<file path="config.mk">
export PLATFORM = sky130hd
export DESIGN_NAME = gut_cmul
export DESIGN_NICKNAME = d
export VERILOG_FILES = /design/src/rtl/core/gut_pkg.sv /design/src/rtl/core/gut_cmul.sv
export SDC_FILE = /design/constraint.sdc
export NUM_CORES = 2
export LEC_CHECK = 0
export CAP_MARGIN = 20
export CORE_MARGIN = 2
export CORE_UTILIZATION = 24
export DETAILED_ROUTE_END_ITERATION = 12
export DONT_BUFFER_PORTS = 1
export GPL_ROUTABILITY_DRIVEN = 0
export MAX_ROUTING_LAYER = met4
export PLACE_DENSITY = 0.39
export SYNTH_ARGS = -nofsm -noshare
export SYNTH_HDL_FRONTEND = slang
export SYNTH_SLANG_ARGS = --single-unit
</file>
<file path="constraint.sdc">
create_clock -name clk -period 12.4 [get_ports clk]
set_input_delay 1.24 -clock clk [delete_from_list [all_inputs] [get_ports clk]]
set_output_delay 1.24 -clock clk [all_outputs]
set_load 0.005 [all_outputs]
</file>
<file path="src/rtl/core/gut_pkg.sv">
// shared types and constants for the gaussian unit triple obstruction test
// no dependencies
`default_nettype none
package gut_pkg;

  // residue width and barrett constant width
  localparam int MB       = 12;
  localparam int MU_W     = 26;
  localparam int RED_K    = 26;
  localparam int CMUL_LAT = 4;
  localparam int N_STAGE  = 5 * CMUL_LAT;
  localparam int ORIENT_W = 28;

  // reset modulus and floor(2^26 / 3)
  localparam logic [MB-1:0]   MOD_RESET = 12'd3;
  localparam logic [MU_W-1:0] MU_RESET  = 26'd22369621;

  // configuration register indexes
  typedef enum logic {
    REG_MODULUS = 1'b0,
    REG_ORIENT  = 1'b1
  } reg_idx_t;

  // gaussian residue
  typedef struct packed {
    logic [MB-1:0] re;
    logic [MB-1:0] im;
  } gres_t;

  // complex conjugate mod l
  function automatic gres_t gconj(input gres_t x, input logic [MB-1:0] l);
    gres_t r;
    r.re = x.re;
    r.im = (x.im == '0) ? '0 : l - x.im;
    return r;
  endfunction

endpackage
`default_nettype wire

</file>
<file path="src/rtl/core/gut_cmul.sv">
// pipelined complex multiply mod l with barrett reduction, four stages
// depends on gut_pkg
`default_nettype none
module gut_cmul (
  input  wire logic                    clk,
  input  wire logic                    en,
  input  wire logic [gut_pkg::MB-1:0]  l,
  input  wire logic [gut_pkg::MU_W-1:0] mu,
  input  wire gut_pkg::gres_t          a,
  input  wire gut_pkg::gres_t          b,
  output gut_pkg::gres_t               y
);

  localparam int TW = 2 * gut_pkg::MB + 1;
  localparam int PW = TW + gut_pkg::MU_W;
  localparam int QW = PW - gut_pkg::RED_K;
  localparam int RW = gut_pkg::MB + 3;

  logic [TW-1:0] t1_re_r, t1_im_r, t2_re_r, t2_im_r, t3_re_r, t3_im_r;
  logic [PW-1:0] p_re_r, p_im_r;
  logic [QW+gut_pkg::MB-1:0] qp_re_r, qp_im_r;
  logic [gut_pkg::MB-1:0] nbi;
  logic [RW-1:0] r_re, r_im;

  function automatic logic [gut_pkg::MB-1:0] fix(input logic [RW-1:0] r,
                                                 input logic [gut_pkg::MB-1:0] m);
    logic [RW-1:0] s;
    s = r;
    if (s >= {3'b0, m}) s = s - {3'b0, m};
    if (s >= {3'b0, m}) s = s - {3'b0, m};
    return s[gut_pkg::MB-1:0];
  endfunction

  assign nbi = l - b.im;

  // stage 1: raw products
  always_ff @(posedge clk) begin
    if (en) begin
      t1_re_r <= TW'(a.re) * TW'(b.re) + TW'(a.im) * TW'(nbi);
      t1_im_r <= TW'(a.re) * TW'(b.im) + TW'(a.im) * TW'(b.re);
    end
  end

  // stage 2: multiply by reciprocal
  always_ff @(posedge clk) begin
    if (en) begin
      p_re_r  <= PW'(t1_re_r) * PW'(mu);
      p_im_r  <= PW'(t1_im_r) * PW'(mu);
      t2_re_r <= t1_re_r;
      t2_im_r <= t1_im_r;
    end
  end

  // stage 3: quotient estimate times modulus
  always_ff @(posedge clk) begin
    if (en) begin
      qp_re_r <= (QW+gut_pkg::MB)'(p_re_r[PW-1:gut_pkg::RED_K]) * (QW+gut_pkg::MB)'(l);
      qp_im_r <= (QW+gut_pkg::MB)'(p_im_r[PW-1:gut_pkg::RED_K]) * (QW+gut_pkg::MB)'(l);
      t3_re_r <= t2_re_r;
      t3_im_r <= t2_im_r;
    end
  end

  // stage 4: remainder and correction
  assign r_re = RW'(t3_re_r) - qp_re_r[RW-1:0];
  assign r_im = RW'(t3_im_r) - qp_im_r[RW-1:0];

  always_ff @(posedge clk) begin
    if (en) begin
      y.re <= fix(r_re, l);
      y.im <= fix(r_im, l);
    end
  end

endmodule
`default_nettype wire
</file>
Yosys cells after proc, flatten, opt, wreduce, memory -nomap -nowiden
Index checks and enable logic that the tools add are counted.
{"block": "totals", "regBits": 266, "input_bits": 88, "word_cells": 39, "output_inout_bits": 24}
{"block": "op_classes", "n_mul": 8, "add_sub_neg": 9, "mux": 6, "order_cmp": 4}
{"cell": "25-bit by 26-bit multiplier with 51-bit output", "n": 2}
{"cell": "12-bit by 12-bit multiplier with 24-bit output", "n": 4}
{"cell": "15-bit by 12-bit greater-or-equal comparator with 1-bit output", "n": 4}
{"cell": "15-bit 2-to-1 mux", "n": 4}
{"cell": "24-bit by 24-bit adder with 25-bit output", "n": 2}
{"cell": "25-bit by 12-bit multiplier with 15-bit output", "n": 2}
{"cell": "12-bit subtractor", "n": 3}
{"cell": "15-bit by 12-bit subtractor with 15-bit output", "n": 2}
{"cell": "15-bit subtractor", "n": 2}
{"cell": "12-bit 2-to-1 mux", "n": 2}

Longest topological paths before layout
{"block": "depth", "ltp_word": 6, "ltp_mapped": 37, "depth_no_buf": 34}

Worst setup path before layout
No wires, ideal clock.
{"block": "synth_timing", "kind": "in2reg", "start": "input port b[1] in the netlist's numbering", "end": "register t1_re_r[23], data pin", "path_buffers": 2, "t_arrival_ns": 9.135, "required_ns": 12.142, "path_stages": 31, "setup_time_ns": 0.258, "setup_slack_ns": 3.008, "cell_sequence": "clkbuf_1 > inv_1 > ha_1 > nor2b_1 > o21ai_0 > a21boi_0 > o21ai_0 > a21boi_0 > o21ai_0 > a21boi_0 > o21a_1 > o41ai_1 > buf_2 > mux2i_1 > fa_1 > fa_1 > fa_1 > fa_1 > fa_1 > fa_1 > inv_1 > fa_1 > inv_1 > ha_1 > or2_2 > a21oi_1 > a21oi_1 > a2111oi_0 > o21ai_0 > a21oi_1 > xnor2_1"}
{"block": "synth_between", "elab_chain_cells": 3}
{"item": "start: declaration", "line": "gut_cmul.sv:10", "source": "input wire gut_pkg::gres_t b,"}
{"item": "12-bit subtractor", "line": "gut_cmul.sv:34", "source": "assign nbi = l - b.im;"}
{"item": "12-bit by 12-bit multiplier with 24-bit output", "line": "gut_cmul.sv:39", "source": "t1_re_r <= TW'(a.re) * TW'(b.re) + TW'(a.im) * TW'(nbi);"}
{"item": "24-bit by 24-bit adder with 25-bit output", "line": "gut_cmul.sv:39"}
{"item": "end signal: assignment", "line": "gut_cmul.sv:39"}
{"item": "end: declaration", "line": "gut_cmul.sv:19", "source": "logic [TW-1:0] t1_re_r, t1_im_r, t2_re_r, t2_im_r, t3_re_r, t3_im_r;"}
No other way between the ends.
A chain may end at the register's enable or synchronous reset.

Worst setup path after layout
{"block": "layout_timing", "start": "input port b[1] in the netlist's numbering", "end": "register t1_re_r[21], data pin"}
The elaborated chain is that of the path after synthesis.

==> metrics.csv <==
stage,metric,value,unit
clock_network,clock buffer depth,2,
yosys,most common cell in the netlist,inv_1,
detailed_routing,post-route ant nets,0,
worst_setup_path,CP required,12670,ps
die,num rows,199,
clock_network,clock root buffer,clkbuf_16,
detailed_routing,routed wire length,224600,um
worst_hold_path,hold_sp,t2_im_r[1]$_DFFE_PP_,
die,Core ar.,294600,um^2
sta,post-route clock period utilization,0.7644,
yosys,top-area cell type share of the netlist area,0.4613,
yosys,"Async S/R FF share, synth",0,
yosys,register area share after synthesis,0.08181,
sta,setup violation total in the final timing report,0,
grt,Overflow after GRT,0,
yosys,#FFs+latches synth,194,
yosys,post-synthesis area per instance,9.204,um^2
sta,relative slew slack,0.2325,
detailed_routing,vias after detailed routing,49060,
yosys,Synth Flop Type,edfxtp_1,
finish,Final nets,9789,
sta,fmax,0.1055,GHz
worst_setup_path,RR Startpoint,t3_im_r[0]$_DFFE_PP_,
sta,post-layout minimum cycle time,9479,ps
die,chip width,548.7,um
sta,worst hold margin,420.9,ps
die,Initial Util,0.2418,
yosys,dominant cell type by area after synthesis,fa_1,
worst_hold_path,hold depth,0,
sta,Slew Limit Fails,0,
clock_network,post-cts hold buffer count,0,
sta,final hold violation count,0,
clock_network,CTS tree,built,
sta,Setup TNS Final,0,ps
sta,Worst-Margin Slew,1151,ps
worst_setup_path,reg2reg path depth,28,
worst_setup_path,startpoint types,primary input,
die,Ports,112,
clock_network,Clock H-tree levels,4,
yosys,post-synthesis cell type count,70,
clock_network,CTS sink count,194,
yosys,Post-synth EDFFs,194,
yosys,Post-Syn Area,71210,um^2
worst_setup_path,most frequent CP cell,fa_1,
yosys,synthesized net count,10100,
sta,RSZ-0062 raised after global routing,false,
placement,DP HPWL,164400,um
finish,synthesis-to-layout area growth,6.267,%
finish,share of layout cells above drive strength 1,0.01909,
job,Max-Cap Viols,0,
worst_setup_path,Worst Setup End Kind,flip-flop,
worst_hold_path,HP Class,reg2reg,
sta,Worst Clk Skew,21.89,ps
grt,antenna violations before repair,23,
clock_network,TritonCTS Buffers,17,
clock_network,clk slew on worst S/H paths,90,ps
grt,first-pass GRT wire length,349600,um
placement,PortBufs,0,
grt,gr usage total,0.1583,
worst_setup_path,worst stage delay on the critical path,850,ps
die,die area,301100,um^2
worst_setup_path,Worst path slowest cell,a2111oi_0,
detailed_routing,Avg Vias per Cell,4.318,
detailed_routing,drt first pass iters,5,
yosys,Cells after Synth,7737,
worst_setup_path,Crit Path Category,in2reg,
yosys,ranking of synthesized cells by area,"fa_1 46%, ha_1 11%, inv_1 9.8%",
worst_hold_path,Hold Path Sink,t3_im_r[1]$_DFFE_PP_,
grt,vias in the first global route,55010,
clock_network,post_cts resized,0,
yosys,Syn. warnings,0,
clock_network,clk_lat worst skew,520,ps
detailed_routing,Iter 0 DRT Violations,2660,
run_status,run status,"finished, final reports clean",
die,die height,548.7,um
clock_network,post-CTS setup buffers,0,
grt,largest net degree at the start of global routing,195,
detailed_routing,routed len/inst,19.77,um
worst_setup_path,reg2reg end,y[4]$_DFFE_PP_,
detailed_routing,DRC,0,
worst_setup_path,r2r setup slk,4290,ps
worst_setup_path,CP max FO,13,
worst_setup_path,crit path DAT,9750,ps
yosys,Synth top cells by count,"1851 x inv_1, 1641 x fa_1, 1359 x nand2_1, 699 x and2_1, 633 x ha_1",
critical path: cells and delay by family:
family | cells | cell delay, ps
AOI/OAI and AO/OA | 13 | 3320
xor gates and xnor gates | 1 | 190
adders and majority gates | 9 | 3630
buffers and inverters | 5 | 310
and+or+nand+nor | 3 | 1030
how the worst max path moves through the flow:
stage / start / to / slack [ps] / depth (start not counted)
global placement: b[1] / t1_re_r[23]$_DFFE_PP_ / 2410 / 32
detailed placement: b[1] / t1_re_r[21]$_DFFE_PP_ / 2370 / 31
global route: b[1] / t1_re_r[23]$_DFFE_PP_ / 2060 / 32
finish: b[1] / t1_re_r[21]$_DFFE_PP_ / 2920 / 31
floorplan: b[1] / t1_re_r[23]$_DFFE_PP_ / 3010 / 31
CTS: b[1] / t1_re_r[21]$_DFFE_PP_ / 2920 / 31
cells in the final DEF (no fill, tap or decap), types with 17 or more instances in the layout:
cell / netlist / layout
edfxtp_1: 194 / 194
o21bai_1: 18 / 18
nor2_1: 110 / 110
xor2_1: 52 / 52
nand2b_1: 29 / 29
inv_1: 1851 / 1851
nor2b_1: 28 / 28
buf_4: 0 / 55
nand3_1: 26 / 26
o21a_1: 32 / 32
and2_1: 699 / 699
xnor2_1: 172 / 172
clkbuf_16: 0 / 17
ha_1: 633 / 633
a21oi_1: 115 / 115
nand2_1: 1359 / 1359
nand4_1: 27 / 27
fa_1: 1641 / 1641
nor3_1: 35 / 35
a21o_1: 42 / 42
mux2_2: 34 / 34
o21ai_0: 73 / 73
routing by layer:
layer | share of wire | track usage | vias to the layer above
met1 | 0.47 | 0.2147 | 25970
met5 | 0 | - | -
met2 | 0.48 | 0.2612 | 925
met4 | 0.015 | 0.02678 | 0
met3 | 0.035 | 0.01262 | 148
li1 | - | - | 22010
through the flow:
step                      cell area (um^2)  cells    util  worst slack, ps
final                                75670  11360  0.2569             2921
after global routing                 75670  11360  0.2569             2059
after CTS                            75650  11360  0.2568             2920
after detailed placement             75050  11320  0.2548             2373
after global placement               75050  11320  0.2548             2413
after floorplan                      71210   7737       -             3008
registers in the layout, summed over array words and instances (netlist names):
name	count
t3_im_r	15
qp_im_r	15
t2_im_r	15
qp_re_r	15
p_im_r	15
y	24
t1_re_r	25
t2_re_r	15
t3_re_r	15
p_re_r	15
t1_im_r	25
layout make-up:
type / count / area [um^2]
fillers: 31690 / 218900
multi-input cells: 5308 / 56990
inverters: 1851 / 6948
flip-flops and latches: 194 / 5826
well taps: 3919 / 4903
clock buffers: 17 / 425.4
repair buffers: 55 / 412.9
clock inverters: 15 / 167.7
diodes: 2 / 5.005
cell families (layout without fill, tap and decap cells):
group / after synthesis / after routing / share of synthesized area
AO/OA/AOI/OAI: 385 / 385 / 0.03525
XOR/XNOR: 224 / 224 / 0.02755
adder cells (fa/ha/maj): 2274 / 2274 / 0.5725
buffers and inverters: 2235 / 1938 / 0.1181
flip-flops: 194 / 194 / 0.08181
multiplexers: 56 / 56 / 0.008891
other: 0 / 2 / 0
AND/OR/NAND/NOR: 2369 / 2369 / 0.1559
Power is not shown: default switching activity piles up to over one toggle a cycle in this logic, so the estimate is an artifact.
